[config.mk]
export PLATFORM = sky130hd
export DESIGN_NAME = cmd_mul
export DESIGN_NICKNAME = d
export VERILOG_FILES = /design/src/rtl/core/cmd_mul.sv
export SDC_FILE = /design/constraint.sdc
export NUM_CORES = 1
export LEC_CHECK = 0
export BUFFER_PORTS_ARGS = -buffer_cell sky130_fd_sc_hd__buf_4
export CORE_MARGIN = 2
export CORE_UTILIZATION = 59
export CTS_CLUSTER_DIAMETER = 30
export CTS_CLUSTER_SIZE = 24
export DETAILED_ROUTE_END_ITERATION = 8
export PLACE_DENSITY_LB_ADDON = 0.05
export RECOVER_POWER = 50
export SLEW_MARGIN = 0
export SYNTH_ARGS = -nofsm -noshare
export SYNTH_HDL_FRONTEND = slang
export SYNTH_SLANG_ARGS = --single-unit
export TNS_END_PERCENT = 1
[constraint.sdc]
create_clock -name i_clk -period 6.8 [get_ports i_clk]
set_clock_uncertainty 0.2 [all_clocks]
set_input_delay 0.68 -clock i_clk [delete_from_list [all_inputs] [get_ports i_clk]]
set_output_delay 0.68 -clock i_clk [all_outputs]
set_load 0.005 [all_outputs]
[src/rtl/core/cmd_mul.sv]
module cmd_mul #(
    parameter int A_W = 20,
    parameter int B_W = 26
) (
    input  logic                        i_clk,
    input  logic signed [A_W-1:0]       i_a,
    input  logic signed [B_W-1:0]       i_b,
    output logic signed [A_W+B_W-1:0]   o_p
);
    logic signed [A_W+B_W-1:0] r_p;

    always_ff @(posedge i_clk) begin
        r_p <= (A_W + B_W)'(i_a) * (A_W + B_W)'(i_b);
    end

    assign o_p = r_p;

endmodule

==> summary.md <==
| Metric | Value |
|---|---|
| Final Max Tran Viols | 0 |
| Peak Freq | 143 MHz |
| Number of core rows | 67 |
| Register Area | 921 um^2 |
| Ports | 93 |
| Global-route wire length before repair | 86.2 mm |
| Tightest Hold Check Type | in -> reg |
| Initial Util | 0.599 |
| Diode count | 0 |
| # fillers | 2,651 |
| Syn Nets | 2,910 |
| Die ar. | 35,600 um^2 |
| H-tree depth | 2 |
| Max reg flops | 46 |
| Hold path endpoint | o_p[0] |
| HP Start | i_a[0] |
| Crit start category | primary input |
| Area occupied by multi-input gates | 16,900 um^2 |
| Critical setup path kind | in -> reg |
| DR pass1 iterations | 5 |
| Hold Path Stages | 3 |
| CTS clock-pin slew for the worst setup and hold paths | 0.09 ns |
| Final Cycle Share | 1.03 |
| Crit path time final | 6.98 ns |
| Synth Area per Inst | 9.09 um^2 |
| Most common cell after layout, fill and taps aside | inv_1 |
| Critical Path AT | 7.00 ns |
| Critical Path RT | 6.83 ns |
| Routed Antenna Nets | 0 |
| Crit end category | register |
| Grt ovf | 0 |
| Vias | 15,200 |
| Final estimated routing congestion in global placement | 0.875 |
| RSZ-0062 raised after global routing | yes |
| CTS Sinks | 46 |
| CTS Hold Bufs | 0 |
| Core Area | 33,600 um^2 |
| Synth unique cells | 59 |
| Pin count of the biggest net entering global routing | 27 |
| Root Driver | clkbuf_16 |
| Die Span X | 189 um |
| Initial antenna violation count | 0 |
| Max-cap violation count | 0 |
| HPWL Detailed | 43.8 mm |
| Seq/Total Area, Yosys | 0.0457 |
| Via/cell ratio | 5.18 |
| Slew margin rel. | 0.553 |
| Post-layout util | 0.705 |
| #FFs+latches synth | 46 |
| I/O Buffers | 92 |
| Post-synth top flop | dfxtp_1 |
| Syn. warnings | 0 |
| Max clock buf depth | 2 |
| Total track usage | 0.312 |
| Vias in the first global route | 17,300 |
| CTS tree | done |
| Synthesized area | 20,100 um^2 |
| Failing checks | setup timing |
| CTS Buf Count | 5 |
| Iteration-0 DRC Markers | 571 |
| DRC violations left | 0 |
| FFs w/ async S/R, synth | 0 |
| Cell count after synthesis | 2,216 |
| Status | complete, but fails checks |
| Post-synth EDFFs | 0 |
| Die Span Y | 189 um |
| Layout area overhead | 17.6% |
| Fin. Hold Viols | 0 |
| Highest-count cells in the layout ignoring fill and taps | inv_1 (598), fa_1 (524), buf_4 (296) |
| Final Net Count | 3,178 |
| Setup slack after layout | -0.175 ns |
| Wire length per cell | 17.1 um |
| Share of layout cells above drive strength 1 | 0.172 |
| Crit-path max FO | 22 |
| Worst-margin pin slew | 0.670 ns |
| Post-Route WL | 50.3 mm |
| # setup viols final | 14 |
| WHS | 0.723 ns |
per-stage QoR:
stage | setup WS (ns) | std cells | setup TNS [ns] | area (um^2)
2_1_floorplan | -0.0665 | 2216 | -0.208 | 20300
3_3_place_gp | -1.00 | 2923 | -14.17 | 23200
3_5_place_dp | -1.08 | 2923 | -15.97 | 23200
4_1_cts | -0.136 | 2933 | -0.819 | 23600
5_1_grt | -0.376 | 2933 | -5.74 | 23700
6_report | -0.175 | 2933 | -1.35 | 23700
layer usage:
layer,track usage,wire length [um],vias up
met2,0.579,26800,375
met1,0.369,19100,7827
met5,0,0,-
met3,0.0380,2080,122
met4,0.121,2250,0
li1,-,-,6879
worst max-delay path, stage by stage:
cell and delay, ns:
buf_6 0.20, nand2_1 0.11, fa_1 0.52, inv_1 0.06
fa_1 0.51, fa_1 0.54, fa_2 0.64, fa_1 0.45
fa_1 0.50, inv_1 0.06, fa_1 0.51, inv_1 0.06
ha_4 0.22, o21ai_1 0.15, nor2_1 0.09, or3b_4 0.40
or4_4 0.47, o21ai_4 0.26, a21oi_2 0.11, or3_1 0.35
o311ai_0 0.09
cells by family after synthesis:
group                      synth area share
buffers and inverters                 0.131
adders and majority gates             0.599
and+or+nand+nor                       0.160
AOI/OAI and AO/OA                    0.0445
DFF                                  0.0457
xor gates and xnor gates             0.0178
muxes                               0.00211
cell usage after synthesis, types with 7 or more instances:
cell	n	area (um^2)
a211oi_1	9	67.6
a21o_1	15	113
a21oi_1	37	185
and2_1	268	1680
clkbuf_1	100	375
dfxtp_1	46	921
fa_1	528	10600
ha_1	119	1490
inv_1	600	2250
nand2_1	259	972
nand2b_1	10	62.6
nand3_1	12	60.1
nor2_1	54	203
nor3_1	11	55.1
o211ai_1	7	52.6
o21ai_0	20	100
xnor2_1	32	280
xor2_1	9	78.8
repair_timing:
| item | in CTS | in global routing |
|---|---|---|
| resized for setup | 53 | 27 |
| setup buffers | 2 | 0 |
| pin swaps | 14 | 12 |
| endpoints found under the setup margin | 22 | 24 |
worst max path at each step:
stage            start       to  depth (start not counted)
3_5_place_dp    i_b[9]  o_p[29]                         26
6_report        i_a[6]  o_p[39]                         21
3_3_place_gp    i_b[9]  o_p[29]                         26
2_1_floorplan  i_b[25]  o_p[39]                         22
4_1_cts        i_b[22]  o_p[39]                         22
5_1_grt         i_a[6]  o_p[39]                         21
layout make-up:
type,count,share of cell area
well taps,448,0.0237
repair buffers,365,0.124
multi-input cells,1466,0.712
inverters,600,0.0951
flip-flops and latches,46,0.0389
clock buffers,5,0.00528
clock inverters,3,0.00121
Power is left out: the tool's default activity adds up to more than one toggle a clock period on the data nets, which glitch-free logic cannot reach.
